File: src/colormap_lookup_interpolate_macros.svh
// Assertion macros used by the colormap lookup top level.
`ifndef COLORMAP_LOOKUP_INTERPOLATE_MACROS_SVH
`define COLORMAP_LOOKUP_INTERPOLATE_MACROS_SVH

`ifndef SYNTHESIS
// Checks a property on every rising clock edge outside reset.
`define CLUT_ASSERT(lbl, prop, msg) \
  lbl: assert property (@(posedge clk_i) disable iff (!rst_ni) (prop)) else $error(msg);
// Checks that a condition implies a consequence in the same cycle.
`define CLUT_ASSERT_IMPLY(lbl, ante, cons, msg) \
  `CLUT_ASSERT(lbl, (ante) |-> (cons), msg)
`else
`define CLUT_ASSERT(lbl, prop, msg)
`define CLUT_ASSERT_IMPLY(lbl, ante, cons, msg)
`endif

`endif

File: src/clut_pkg.sv
// Types, constants and register codes for the colormap lookup block.
package clut_pkg;

  localparam int TABLE_DEPTH_DEF          = 1024;
  localparam int SAMPLE_FRACTION_BITS_DEF = 16;

  localparam int ENTRY_INDEX_W = 10;
  localparam int ENTRIES_W     = 11;
  localparam int CFG_DATA_W    = 32;
  localparam int CFG_INDEX_W   = 2;

  localparam logic signed [31:0]    RANGE_MIN_RST      = 32'sd0;
  localparam logic signed [31:0]    INVERSE_SPAN_RST   = 32'sd65536;
  localparam logic [ENTRIES_W-1:0]  ENTRIES_IN_USE_RST = 11'd1024;

  localparam logic MODE_WRITE = 1'b0;
  localparam logic MODE_MAP   = 1'b1;

  typedef enum logic [CFG_INDEX_W-1:0] {
    CFG_RANGE_MIN      = 2'd0,
    CFG_INVERSE_SPAN   = 2'd1,
    CFG_ENTRIES_IN_USE = 2'd2
  } cfg_reg_e;

  // Where a normalized sample falls relative to the table span.
  typedef enum logic [1:0] {
    POS_LOW  = 2'd0,
    POS_MID  = 2'd1,
    POS_HIGH = 2'd2
  } pos_e;

  typedef struct packed {
    logic [7:0] red;
    logic [7:0] green;
    logic [7:0] blue;
  } color_t;

  typedef struct packed {
    logic                     mode;
    logic [ENTRY_INDEX_W-1:0] entry_index;
    logic [7:0]               entry_red;
    logic [7:0]               entry_green;
    logic [7:0]               entry_blue;
    logic signed [31:0]       sample_value;
  } in_item_t;

  typedef struct packed {
    logic [7:0] out_red;
    logic [7:0] out_green;
    logic [7:0] out_blue;
  } out_item_t;

endpackage

File: src/clut_blend.sv
// Back pipeline: weights the two neighboring entries and rounds each channel.
module clut_blend import clut_pkg::*; #(
  parameter int SAMPLE_FRACTION_BITS = SAMPLE_FRACTION_BITS_DEF,
  localparam int NB = 2 * SAMPLE_FRACTION_BITS
) (
  input  logic          clk_i,
  input  logic          rst_ni,
  input  logic          in_valid_i,
  output logic          in_ready_o,
  input  logic [NB-1:0] frac_i,
  input  color_t        color_a_i,
  input  color_t        color_b_i,
  output logic          out_valid_o,
  input  logic          out_ready_i,
  output out_item_t     out_item_o
);

  localparam logic signed [NB+9:0] HALF = (NB+10)'(1) << (NB - 1);

  logic [2:0][7:0] chan_a;
  logic [2:0][7:0] chan_b;

  // Stage 6: a*(1-f) + b*f is formed as a*1 + (b-a)*f, one product per channel.
  logic                      s6_valid_q;
  logic [2:0][7:0]           s6_base_q;
  logic signed [NB+9:0]      s6_prod_q [3];
  logic signed [NB+9:0]      s6_prod_d [3];

  // Stage 7: rounded result held until taken.
  logic                      s7_valid_q;
  logic [2:0][7:0]           s7_chan_q;
  logic [2:0][7:0]           s7_chan_d;
  logic signed [NB+9:0]      sum [3];

  logic s6_ready, s7_ready;

  assign chan_a = color_a_i;
  assign chan_b = color_b_i;

  assign s7_ready   = !s7_valid_q || out_ready_i;
  assign s6_ready   = !s6_valid_q || s7_ready;
  assign in_ready_o = s6_ready;

  always_comb begin
    for (int c = 0; c < 3; c++) begin
      s6_prod_d[c] = ($signed({1'b0, chan_b[c]}) - $signed({1'b0, chan_a[c]}))
                   * $signed({1'b0, frac_i});
      sum[c]       = $signed({2'b00, s6_base_q[c], {NB{1'b0}}}) + s6_prod_q[c] + HALF;
      s7_chan_d[c] = sum[c][NB+7:NB];
    end
  end

  always_ff @(posedge clk_i or negedge rst_ni) begin
    if (!rst_ni) begin
      s6_valid_q <= 1'b0;
      s7_valid_q <= 1'b0;
    end else begin
      if (s6_ready) s6_valid_q <= in_valid_i;
      if (s7_ready) s7_valid_q <= s6_valid_q;
    end
  end

  always_ff @(posedge clk_i) begin
    if (s6_ready) begin
      s6_base_q <= chan_a;
      for (int c = 0; c < 3; c++) begin
        s6_prod_q[c] <= s6_prod_d[c];
      end
    end
    if (s7_ready) begin
      s7_chan_q <= s7_chan_d;
    end
  end

  assign out_valid_o = s7_valid_q;
  assign out_item_o  = '{out_red:   s7_chan_q[2],
                         out_green: s7_chan_q[1],
                         out_blue:  s7_chan_q[0]};

endmodule

File: config.mk
export PLATFORM = sky130hd
export DESIGN_NAME = clut_blend
export DESIGN_NICKNAME = d
export VERILOG_FILES = /design/src/colormap_lookup_interpolate_macros.svh /design/src/clut_pkg.sv /design/src/clut_blend.sv
export SDC_FILE = /design/constraint.sdc
export NUM_CORES = 2
export LEC_CHECK = 0
export ABC_AREA = 1
export BUFFER_PORTS_ARGS = -buffer_cell sky130_fd_sc_hd__buf_2
export CAP_MARGIN = 20
export CORE_AREA = 2 2 186 325
export DETAILED_ROUTE_END_ITERATION = 8
export DIE_AREA = 0 0 188 327
export GPL_TIMING_DRIVEN = 1
export PLACE_DENSITY = 0.79
export SLEW_MARGIN = 40
export SYNTH_ARGS = -nofsm -noshare
export SYNTH_HDL_FRONTEND = slang
export SYNTH_SLANG_ARGS = --single-unit
File: constraint.sdc
create_clock -name clk_i -period 6.82 [get_ports clk_i]
set_input_delay 1.364 -clock clk_i [delete_from_list [all_inputs] [get_ports clk_i]]
set_output_delay 1.364 -clock clk_i [all_outputs]
set_load 0.03 [all_outputs]
# Word-level counts from Yosys, hierarchy flattened
# Memory sizes are Yosys's and may differ from the RTL's.
# Index checks and enable logic that the tools add are counted.
[totals]
regBits = 50
ram_bits = 126
input_bits = 84
n_memories = 1
[op_classes]
add_sub_neg = 9
mul = 3
mux = 2
n_reduce_logical = 4
[memory_table]
columns = ["memory", "words", "word_bits", "rd", "rd_clocked_by_memory_dff", "wr", "line_no", "rtl"]
rows = [
  ["s6_prod_q", 3, 42, 3, 0, 3, "clut_blend.sv:26", "logic signed [NB+9:0] s6_prod_q [3];"],
]
[ops]
columns = ["operator", "count"]
rows = [
  ["9-bit by 33-bit multiplier with 42-bit output", 3],
  ["40-bit by 33-bit adder with 40-bit output, second input constant", 3],
  ["40-bit adder", 3],
  ["8-bit by 8-bit subtractor with 9-bit output", 3],
  ["1-bit zero test", 2],
  ["1-bit logical OR", 2],
  ["1-bit 2-to-1 mux", 2],
]

# Depth between registers and ports, before layout
[depth]
depth_word = 5
mapped_depth = 32
mapped_depth_nobuf = 31

# Least setup slack after synthesis
# Ideal clock, no wire load.
[synth_timing]
path_kind = "input port to flip-flop"
from = "in color_b_i[8] in the netlist's numbering"
to = "mem s6_prod_q[0][77] in the netlist's numbering, data pin"
setup_time_ns = 0.252
t_arrival_ns = 6.479
t_required_ns = 6.568
slack_ns = 0.089
cell_stages = 28
cell_sequence = "inv_1 > ha_1 > fa_1 > or2_4 > a21oi_4 > xor2_1 > inv_1 > buf_2 > nor2_1 > fa_1 > inv_1 > fa_1 > inv_1 > fa_1 > fa_1 > inv_1 > fa_1 > inv_1 > ha_1 > nand2_1 > nor4_1 > nand2_1 > nand2_1 > nand2_1 > nand2_2 > nand2_2 > nand3_1 > nand2_1"
[synth_lines]
columns = ["item", "line_no", "rtl"]
rows = [
  ["start: declaration", "clut_blend.sv:12", "input color_t color_b_i,"],
  ["end: declaration", "clut_blend.sv:26", ""],
]

==> run_results.csv <==
group,metric,value,unit
sta,tightest_slew,698,ps
setup_path,slowest_stage,"fa_1",
synthesis,post_synth_num_cell_types,53,
floorplan,die-area,0.0615,mm2
setup_path,critPathBufInv,8,
setup_path,reg2reg_depth,11,
setup_path,cp.arrival,7010,ps
synthesis,syn_nets,4577,
global_routing,grt_pass1_wl,149000,um
setup_path,r2r-start,"s6_prod_q[0][115]",
routing,viasPerCell,5.60,
sta,fmax,146,MHz
clock_network,cts_tree,"yes",
clock_network,clk_path_buf_depth,2,
placed_design,dpl.cell_count,4734,
clock_network,h-tree-depth,3,
sta,final.min_clock_period,6860,ps
routing,first_pass_iters,5,
placed_design,io_buffers,109,
synthesis,avgSynthCellArea,8.38,um2
floorplan,core_area,0.0589,mm2
placed_design,place_congestion,0.998,
global_routing,antenna_found_initial,5,
hold_path,hold_path_class,"reg2reg",
floorplan,core.rowCount,118,
setup_path,crit_top_cell,"nand2_1",
synthesis,synth_top_area_cell,"fa_1",
sta,final_max_slew_viol_count,0,
final_layout,final_core_util,0.614,
setup_path,crit_type,"in2reg",
global_routing,first_global_vias,29000,
clock_network,path_clk_slew,60,ps
final_layout,nets,5023,
synthesis,muxShareOfSynthArea,0,
floorplan,die_h,327,um
sta,final.setup.worst_slack,-42.5,ps
status,status,"finished, violations left",
synthesis,synth_cells,3548,
clock_network,postCtsHoldBufs,0,
synthesis,yosysSeqAreaShare,0.0774,
sta,fin_crit_sh,1.01,
synthesis,async_flop_share,0.0260,
hold_path,min_to,"out_valid_o",
setup_path,end_kind,"flip-flop",
clock_network,clock_latency,410,ps
status,violations,"negative setup slack",
routing,drtIter0Drc,1724,
global_routing,track_usage,0.319,
synthesis,synth_edf_count,75,
final_layout,fin_cells,4782,
synthesis,synth_top_area_share,0.428,
hold_path,hold_path_depth,2,
synthesis,yosys.area_share.simple,0.202,
clock_network,cts_buffers,9,
synthesis,yosysWarnings,0,
clock_network,clock-sinks,77,
synthesis,synth.area.top_cells,"fa_1 (43%), ha_1 (13%), nand2_1 (8.7%), nor2_1 (7.9%), edfxtp_1 (7.6%)",
hold_path,min-delay-start,"s6_valid_q",
setup_path,cp.required,6970,ps
placed_design,dp_worst_setup_slack,-623,ps
setup_path,max_stage_delay,550,ps
synthesis,synthesis.area,0.0297,mm2
sta,rsz0062_at_grt,"yes",
floorplan,ioPinCount,110,
routing,wl_per_cell,20.6,um
job,max_cap_violations,0,
clock_network,cts_root_buffer,"clkbuf_16",
routing,drc,0,
synthesis,synth_seq_cells,77,
setup_path,r2r_end,"out_item_o[23]",
floorplan,die_w,188,um
synthesis,synthAdderAreaFrac,0.558,
sta,finalHoldViolations,0,
setup_path,r2r_slack,4570,ps
synthesis,synth_compound_area_frac,0.0517,
setup_path,critical-path-top-delay-family,"adder cells",
routing,vias,26800,
floorplan,start_util,0.505,
final_layout,drive_gt1_frac,0.218,
placed_design,dpl.hpwl,80200,um
setup_path,startpoint_type,"primary input",
sta,maxSlewHeadroom,0.534,
final_layout,syn_to_final_growth,21.5,%
routing,routed_wl,98300,um
synthesis,synth_top_family_by_area,"adder cells",
global_routing,grt_max_degree,54,
global_routing,overflow,0,
setup_path,worstPathMaxFanout,4,
routing,ant_nets,0,
synthesis,yosys_most_used_dff,"edfxtp_1",
sta,finClkSkew,21.2,ps
sta,setup_viol,1,
synthesis,synth_xor_area_frac,0.0167,
-- stage by stage --
step / TNS (ps) / area, um2 / hold WS [ps]
final: -42.5 / 36100 / 549
after floorplan: 0 / 29700 / 435
after global placement: -9180 / 34300 / 516
after detailed placement: -10900 / 34300 / 528
after CTS: -38.6 / 34700 / 545
after global routing: -2560 / 36100 / 563
-- synth_stat cells (all sizes together), types with 27 or more instances --
cell type,count
clkbuf,102
ha,309
buf,38
nor2,646
inv,578
fa,636
o21ai,71
nand2,699
xor2,37
edfxtp,75
a21oi,133
nor3,27
nand3,65
-- state kept, by name (all words and copies together), names as in the netlist --
| name | cells |
|---|---|
| s6_valid_q | 1 |
| out_item_o | 24 |
| out_valid_o | 1 |
| s6_base_q | 24 |
| s6_prod_q | 27 |
-- cell type report --
type,count,area (um2)
antenna,3,7.51
clock buffer,9,225
clock inverter,7,57.6
fill,4779,22800
inverter,579,2190
multi-input combinational,2753,25800
sequential,77,2300
tap,780,976
timing repair buffer,573,4530
timing repair inverter,1,11.3
-- cells in the final DEF (no fill, tap or decap), drive strengths merged, types with 7 or more instances in the layout --
cell and count:
nand4 22, inv 582, nor2 646, xor2 37, a21o 21, a21oi 133, fa 636, o21bai 11
nand3 65, nand2 700, o21ai 71, clkbuf 12, buf 570, nor4 13, or2 9, nor3 27
a31oi 10, xnor2 16, a21boi 7, ha 309, edfxtp 75
-- tightest hold or removal path: stages (launching register included) --
cell	delay, ps
dfrtp_1	400
inv_1	50
nand2_1	60
-- per-layer routing --
metal  vias up  global-route usage  share of wire
met4         4               0.300           0.12
met1     13100               0.318           0.31
met2      1350               0.564           0.50
met3       607              0.0491          0.078
met5         -                   0        0.00025
li1      11700                   -              -
-- cell families (layout without fill, tap and decap cells) --
| logic type | Yosys count | in the layout |
|---|---|---|
| compound gates | 270 | 270 |
| xor+xnor | 53 | 53 |
| fa+ha+maj | 945 | 945 |
| buf+inv | 719 | 1169 |
| flops | 77 | 77 |
| other cells | 0 | 3 |
| simple gates | 1484 | 1485 |
-- repair_timing --
item / 4_1_cts / 5_1_grt
gates cloned: 0 / 5
gates resized for setup: 19 / 270
setup buffers: 1 / 23
setup endpoints to repair: 14 / 27
pin swaps: 14 / 121
-- how the worst max path moves through the flow --
stage	from	to	slack [ps]	cells past startpoint
after CTS	color_b_i[8]	s6_prod_q[0][81]	-20	26
final	color_b_i[8]	s6_prod_q[0][77]	-40	30
after global placement	color_a_i[8]	s6_prod_q[0][81]	-570	25
after floorplan	color_b_i[8]	s6_prod_q[0][77]	90	28
after global routing	color_b_i[8]	s6_prod_q[0][77]	-270	30
after detailed placement	color_b_i[8]	s6_prod_q[0][81]	-620	26
Power is left out: the tool's default activity adds up to more than one toggle a clock period on the data nets, which glitch-free logic cannot reach.
