### config.mk
export PLATFORM = sky130hd
export DESIGN_NAME = clut_front
export DESIGN_NICKNAME = d
export VERILOG_FILES = /design/src/colormap_lookup_interpolate_macros.svh /design/src/clut_pkg.sv /design/src/clut_front.sv
export SDC_FILE = /design/constraint.sdc
export NUM_CORES = 2
export LEC_CHECK = 0
export BUFFER_PORTS_ARGS = -buffer_cell sky130_fd_sc_hd__buf_2
export CAP_MARGIN = 40
export CELL_PAD_IN_SITES_DETAIL_PLACEMENT = 0
export CELL_PAD_IN_SITES_GLOBAL_PLACEMENT = 2
export CORE_UTILIZATION = 43
export CTS_CLUSTER_SIZE = 10
export DETAILED_ROUTE_END_ITERATION = 8
export PLACE_DENSITY = 0.86
export SLEW_MARGIN = 40
export SYNTH_ARGS = -nofsm -noshare
export SYNTH_HDL_FRONTEND = slang
export SYNTH_SLANG_ARGS = --single-unit
export TNS_END_PERCENT = 20
### constraint.sdc
create_clock -name clk_i -period 8.8 [get_ports clk_i]
set_input_delay 2.64 -clock clk_i [delete_from_list [all_inputs] [get_ports clk_i]]
set_output_delay 2.64 -clock clk_i [all_outputs]
set_load 0.05 [all_outputs]
### src/colormap_lookup_interpolate_macros.svh
// Assertion macros used by the colormap lookup top level.
`ifndef COLORMAP_LOOKUP_INTERPOLATE_MACROS_SVH
`define COLORMAP_LOOKUP_INTERPOLATE_MACROS_SVH

`ifndef SYNTHESIS
// Checks a property on every rising clock edge outside reset.
`define CLUT_ASSERT(lbl, prop, msg) \
  lbl: assert property (@(posedge clk_i) disable iff (!rst_ni) (prop)) else $error(msg);
// Checks that a condition implies a consequence in the same cycle.
`define CLUT_ASSERT_IMPLY(lbl, ante, cons, msg) \
  `CLUT_ASSERT(lbl, (ante) |-> (cons), msg)
`else
`define CLUT_ASSERT(lbl, prop, msg)
`define CLUT_ASSERT_IMPLY(lbl, ante, cons, msg)
`endif

`endif

### src/clut_pkg.sv
// Types, constants and register codes for the colormap lookup block.
package clut_pkg;

  localparam int TABLE_DEPTH_DEF          = 1024;
  localparam int SAMPLE_FRACTION_BITS_DEF = 16;

  localparam int ENTRY_INDEX_W = 10;
  localparam int ENTRIES_W     = 11;
  localparam int CFG_DATA_W    = 32;
  localparam int CFG_INDEX_W   = 2;

  localparam logic signed [31:0]    RANGE_MIN_RST      = 32'sd0;
  localparam logic signed [31:0]    INVERSE_SPAN_RST   = 32'sd65536;
  localparam logic [ENTRIES_W-1:0]  ENTRIES_IN_USE_RST = 11'd1024;

  localparam logic MODE_WRITE = 1'b0;
  localparam logic MODE_MAP   = 1'b1;

  typedef enum logic [CFG_INDEX_W-1:0] {
    CFG_RANGE_MIN      = 2'd0,
    CFG_INVERSE_SPAN   = 2'd1,
    CFG_ENTRIES_IN_USE = 2'd2
  } cfg_reg_e;

  // Where a normalized sample falls relative to the table span.
  typedef enum logic [1:0] {
    POS_LOW  = 2'd0,
    POS_MID  = 2'd1,
    POS_HIGH = 2'd2
  } pos_e;

  typedef struct packed {
    logic [7:0] red;
    logic [7:0] green;
    logic [7:0] blue;
  } color_t;

  typedef struct packed {
    logic                     mode;
    logic [ENTRY_INDEX_W-1:0] entry_index;
    logic [7:0]               entry_red;
    logic [7:0]               entry_green;
    logic [7:0]               entry_blue;
    logic signed [31:0]       sample_value;
  } in_item_t;

  typedef struct packed {
    logic [7:0] out_red;
    logic [7:0] out_green;
    logic [7:0] out_blue;
  } out_item_t;

endpackage

### src/clut_front.sv
// Front pipeline: sample offset, normalization multiply, range check and scaling.
module clut_front import clut_pkg::*; #(
  parameter int TABLE_DEPTH          = TABLE_DEPTH_DEF,
  parameter int SAMPLE_FRACTION_BITS = SAMPLE_FRACTION_BITS_DEF,
  localparam int AW = $clog2(TABLE_DEPTH),
  localparam int NB = 2 * SAMPLE_FRACTION_BITS,
  localparam int PW = NB + AW
) (
  input  logic                     clk_i,
  input  logic                     rst_ni,
  input  logic                     in_valid_i,
  output logic                     in_ready_o,
  input  in_item_t                 in_item_i,
  input  logic signed [31:0]       range_min_i,
  input  logic signed [31:0]       inverse_span_i,
  input  logic [AW-1:0]            n_m1_i,
  output logic                     out_valid_o,
  input  logic                     out_ready_i,
  output logic                     out_mode_o,
  output logic [ENTRY_INDEX_W-1:0] out_index_o,
  output color_t                   out_color_o,
  output pos_e                     out_pos_o,
  output logic [PW-1:0]            out_prod_o
);

  localparam logic signed [63:0] ONE = 64'sd1 <<< NB;

  // Stage 1: registered input item.
  logic     s1_valid_q;
  in_item_t s1_item_q;

  // Stage 2: sample minus range start.
  logic                     s2_valid_q;
  logic                     s2_mode_q;
  logic [ENTRY_INDEX_W-1:0] s2_index_q;
  color_t                   s2_color_q;
  logic signed [32:0]       s2_diff_q;
  logic signed [32:0]       s2_diff_d;

  // Stage 3: normalized position with NB fraction bits.
  logic                     s3_valid_q;
  logic                     s3_mode_q;
  logic [ENTRY_INDEX_W-1:0] s3_index_q;
  color_t                   s3_color_q;
  logic signed [63:0]       s3_x_q;
  logic signed [63:0]       s3_x_d;

  // Stage 4: position class and position scaled to the table span.
  logic                     s4_valid_q;
  logic                     s4_mode_q;
  logic [ENTRY_INDEX_W-1:0] s4_index_q;
  color_t                   s4_color_q;
  pos_e                     s4_pos_q;
  pos_e                     s4_pos_d;
  logic [PW-1:0]            s4_prod_q;
  logic [PW-1:0]            s4_prod_d;

  logic s1_ready, s2_ready, s3_ready, s4_ready;

  assign s4_ready   = !s4_valid_q || out_ready_i;
  assign s3_ready   = !s3_valid_q || s4_ready;
  assign s2_ready   = !s2_valid_q || s3_ready;
  assign s1_ready   = !s1_valid_q || s2_ready;
  assign in_ready_o = s1_ready;

  assign s2_diff_d = {s1_item_q.sample_value[31], s1_item_q.sample_value}
                   - {range_min_i[31], range_min_i};

  assign s3_x_d = s2_diff_q * inverse_span_i;

  always_comb begin
    if (s3_x_q <= 64'sd0) begin
      s4_pos_d = POS_LOW;
    end else if (s3_x_q >= ONE) begin
      s4_pos_d = POS_HIGH;
    end else begin
      s4_pos_d = POS_MID;
    end
    s4_prod_d = PW'(s3_x_q[NB-1:0]) * PW'(n_m1_i);
  end

  always_ff @(posedge clk_i or negedge rst_ni) begin
    if (!rst_ni) begin
      s1_valid_q <= 1'b0;
      s2_valid_q <= 1'b0;
      s3_valid_q <= 1'b0;
      s4_valid_q <= 1'b0;
    end else begin
      if (s1_ready) s1_valid_q <= in_valid_i;
      if (s2_ready) s2_valid_q <= s1_valid_q;
      if (s3_ready) s3_valid_q <= s2_valid_q;
      if (s4_ready) s4_valid_q <= s3_valid_q;
    end
  end

  always_ff @(posedge clk_i) begin
    if (s1_ready) begin
      s1_item_q <= in_item_i;
    end
    if (s2_ready) begin
      s2_mode_q  <= s1_item_q.mode;
      s2_index_q <= s1_item_q.entry_index;
      s2_color_q <= '{red:   s1_item_q.entry_red,
                      green: s1_item_q.entry_green,
                      blue:  s1_item_q.entry_blue};
      s2_diff_q  <= s2_diff_d;
    end
    if (s3_ready) begin
      s3_mode_q  <= s2_mode_q;
      s3_index_q <= s2_index_q;
      s3_color_q <= s2_color_q;
      s3_x_q     <= s3_x_d;
    end
    if (s4_ready) begin
      s4_mode_q  <= s3_mode_q;
      s4_index_q <= s3_index_q;
      s4_color_q <= s3_color_q;
      s4_pos_q   <= s4_pos_d;
      s4_prod_q  <= s4_prod_d;
    end
  end

  assign out_valid_o = s4_valid_q;
  assign out_mode_o  = s4_mode_q;
  assign out_index_o = s4_index_q;
  assign out_color_o = s4_color_q;
  assign out_pos_o   = s4_pos_q;
  assign out_prod_o  = s4_prod_q;

endmodule

; Word level (Yosys, flattened, before mapping)
; Cells that the tools add are included.
[classes]
add_sub_neg = 1
mul = 2
magnitude_cmp = 2
muxes = 1
reduce_logical = 8
[ops]
columns = operator, count
row1 = 64-bit by 34-bit greater-or-equal comparator with 1-bit output (second input constant), 1
row2 = 64-bit by 1-bit less-or-equal comparator with 1-bit output (second input constant), 1
row3 = 33-bit by 32-bit multiplier with 64-bit output, 1
row4 = 32-bit by 10-bit multiplier with 42-bit output, 1
row5 = 32-bit by 32-bit subtractor with 33-bit output, 1
row6 = 1-bit zero test, 4
row7 = 1-bit logical OR, 4
row8 = 2-bit two-way mux, 1
[word_totals]
reg_bits = 317
wordCells = 43

; Longest topological paths before layout
[depth]
depth_word = 5
depth_mapped = 29
ltp_nobuf = 27

; Worst setup path after synthesis
; No wires, ideal clock.
[synth_path]
path_type = input-to-reg
startpoint = input port inverse_span_i[2]
endpoint = register s3_x_q[63] (data pin)
setup_ns = 0.259
t_arrival_ns = 9.723
slack_ns = -1.182
path_stages = 24
n_path_buf = 2
path_cell_list = clkbuf_1 > nand2_1 > inv_1 > fa_1 > fa_1 > fa_1 > inv_1 > fa_1 > inv_1 > fa_1 > fa_1 > fa_1 > fa_1 > ha_1 > clkbuf_1 > a21o_1 > a21o_1 > a21oi_1 > nand2_1 > a21oi_1 > nor2b_1 > a41oi_1 > o21ai_1 > xnor2_1
[synth_between]
elab_chain_len = 1
[synth_rtl]
columns = item, line_no
row1 = start: declaration, clut_front.sv:15  ; input logic signed [31:0] inverse_span_i,
row2 = 33-bit by 32-bit multiplier with 64-bit output, clut_front.sv:69  ; assign s3_x_d = s2_diff_q * inverse_span_i;
row3 = net s3_x_d[63], clut_front.sv:46  ; logic signed [63:0] s3_x_d;
row4 = end signal: assignment, clut_front.sv:112  ; s3_x_q <= s3_x_d;
row5 = end: declaration, clut_front.sv:45  ; logic signed [63:0] s3_x_q;
; The timed path passes the listed nets, and every way through them passes these cells.
; A chain may end at the register's enable or synchronous reset.

; Worst setup path after layout
[layout_path]
startpoint = input port inverse_span_i[7]
endpoint = register s3_x_q[60] (data pin)
; Same word-level chain as after synthesis.

==> reports/qor.yml <==
synth_top_family_by_area: "adder cells"
reg2regPathDepth: 22
violations: "setup timing"
start_kind: "input port"
synth_area_per_cell_sq_um: 10.2
ios: 226
yosys.area_share.xor_xnor_pct: 2.05
min_path_type: "register to register"
io_buffers: 225
synthArstFlopShare_pct: 1.26
synth.ff_latch_count: 317
yosys.cell_types.count: 69
synthSimpleGateAreaFrac_pct: 14.6
rows: 134
slew_viol_final: 0
grt_pass1_wl_um: 251000
ys_warn_count: 0
initial_utilization_pct: 43.3
rsz0062_at_grt: "yes"
drc: 0
dp_hpwl_um: 129000
htreeDepth: 2
crit_arrival_ns: 9.44
dp_worst_setup_slack_ns: -1.56
netlist_area_sq_mm: 0.0578
hold_path_end: "out_color_o[4]"
final_nets: 7942
post_drt_wl_per_cell_um: 19.6
die_w_um: 369
fmax_mhz: 109
die_area_sq_mm: 0.136
ant_nets: 0
required_ns: 9.10
synth_compound_area_share_pct: 4.27
wirelength_um: 156000
place_congestion: 0.886
fin_setup_tns_ns: -4.05
fin_ws_ns: -0.338
maxCapViolCount: 0
layout-drive-gt1-share_pct: 16.3
relSlewSlack_pct: 42.4
grtUsageTotal_pct: 23.8
cts_hold_buf: 0
cts_buffers: 39
cts_root_buf: "clkbuf_16"
path_class: "input port to register"
fin_skew_ns: 0.0476
area_growth_pct: 15.9
grt_pass1_vias: 44300
min_path_cells: 0
min_from: "s3_color_q[4]"
antenna_found_initial: 8
hold_viol: 0
syn_nets: 7453
syn_inst: 5673
grt_max_degree: 70
cts_tree: "done"
via_count: 40100
chipHeight_um: 369
cts_buffer_depth: 3
grt_overflow: 0
r2r_end: "s3_x_q[60]"
synthAdderAreaFrac_pct: 52.8
first_pass_iters: 5
worst-path-max-fanout: 8
setup_violations: 23
ys.flop_type: "edfxtp_1"
via_per_inst: 5.04
nFillCells: 12400
drt_first_iter_violations: 2019
ys_seq_area_share_pct: 16.4
tightest_slew_ns: 0.863
critPathCaptureType: "register"
status: "complete, but fails checks"
clk_pin_slew_worst_paths_ns: 0.06
core_area_sq_mm: 0.133
synth_edf_count: 313
r2r_start: "s2_diff_q[13]"
clk_latency_ns: 0.59
clkSinkCount: 317
layout_min_cycle_time_ns: 9.14
reg2reg_slack_ns: 0.82
post-route-period-util_pct: 104
synth.area.mux_share_pct: 0.0541
## layer usage
metal  share of wire, %  up-vias  global-route usage, %
met1                 41    21200                   30.4
li1                   -    17900                      -
met2                 53      788                   43.1
met5                  0        -                      0
met4                2.8        0                   6.41
met3                3.6      189                   2.10
## flip-flops by register name, indices dropped and copies added, names as in the netlist, 10 cells and up
signal,count
out_color_o,24
out_index_o,10
out_prod_o,42
s1_item_q,67
s2_color_q,24
s2_diff_q,33
s2_index_q,10
s3_color_q,24
s3_index_q,10
s3_x_q,64
## critical path: stages
cell	delay [ns]
buf_8	0.12
buf_12	0.15
and2_4	0.14
fa_1	0.50
inv_2	0.08
buf_4	0.14
fa_1	0.47
inv_1	0.05
fa_1	0.44
fa_1	0.58
fa_1	0.46
fa_2	0.60
fa_2	0.45
fa_1	0.45
ha_4	0.26
buf_4	0.13
a21o_1	0.18
a21o_1	0.20
a21oi_4	0.18
nand3_4	0.12
a211oi_4	0.36
o21ai_2	0.10
o211ai_1	0.21
o221ai_1	0.21
xor2_1	0.19
## synth_stat cells (all sizes together), types with 16 or more instances
cell    count  area share, %
nor2b      21           0.23
ha        293            6.3
and3       17           0.18
a21o       60           0.78
nor2       82           0.53
xnor2      94            1.4
edfxtp    313             16
clkbuf    283            1.8
inv      1226            8.0
a31oi      17           0.19
xor2       41           0.62
o21a       16           0.21
nor4       16           0.17
nand2     777            5.0
nand4      27           0.29
and2      656            7.1
nand2b     26           0.28
o21ai      71           0.61
fa       1342             46
a21oi     124            1.1
nand3      25           0.22
## layout make-up
type | count | area, sq um | area share, %
Antenna cell | 9 | 22.5 | 0.0336
Clock buffer | 49 | 1020 | 1.53
Clock inverter | 8 | 156 | 0.234
Inverter | 1227 | 4610 | 6.89
Multi-Input combinational cell | 3846 | 43700 | 65.2
Sequential cell | 317 | 9500 | 14.2
Tap cell | 1768 | 2210 | 3.30
Timing Repair Buffer | 731 | 5760 | 8.60
## layout by cell type, fill, tap and decap left out, types with 60 or more instances in the layout
cell type | Yosys | final
a21o_1 | 60 | 60
a21oi_1 | 124 | 99
and2_1 | 656 | 641
buf_2 | 0 | 201
buf_4 | 0 | 443
edfxtp_1 | 313 | 313
fa_1 | 1342 | 1289
ha_1 | 293 | 271
inv_1 | 1225 | 1197
nand2_1 | 777 | 760
nor2_1 | 82 | 78
xnor2_1 | 94 | 94
## per-stage QoR
| step | cells | util (%) | hold slack (ns) | area [sq um] |
|---|---|---|---|---|
| global route | 7953 | 50.2 | 0.407 | 67000 |
| finish | 7955 | 50.2 | 0.382 | 67000 |
| global placement | 7832 | 47.8 | 0.400 | 63800 |
| detailed placement | 7840 | 47.9 | 0.405 | 63900 |
| CTS | 7931 | 49.7 | 0.377 | 66300 |
| floorplan | 5673 | - | 0.400 | 57900 |
## logic make-up after synthesis
| kind of cell | count (synthesis) |
|---|---|
| AND/OR/NAND/NOR | 1690 |
| AO/OA/AOI/OAI | 383 |
| flip-flops | 317 |
| multiplexers | 3 |
| buffers and inverters | 1510 |
| XOR/XNOR | 135 |
| adder cells (fa/ha/maj) | 1635 |
## timing repair
action / CTS / global route
gates cloned: 9 / 0
pin swaps: 135 / 151
setup endpoints to repair: 39 / 42
buffers inserted: 25 / 12
gates resized for setup: 188 / 152
endpoints found under the hold margin: 0 / 0
## how the worst max path moves through the flow
stage | startpoint | to | slack (ns) | cells after the start
floorplan | inverse_span_i[2] | s3_x_q[63] | -0.70 | 24
global placement | inverse_span_i[9] | s3_x_q[60] | -1.54 | 26
detailed placement | inverse_span_i[15] | s3_x_q[60] | -1.56 | 24
CTS | inverse_span_i[13] | s3_x_q[62] | -0.29 | 24
global route | inverse_span_i[6] | s3_x_q[60] | -0.54 | 27
finish | inverse_span_i[7] | s3_x_q[60] | -0.34 | 25
Power is not shown: default switching activity piles up to over one toggle a cycle in this logic, so the estimate is an artifact.
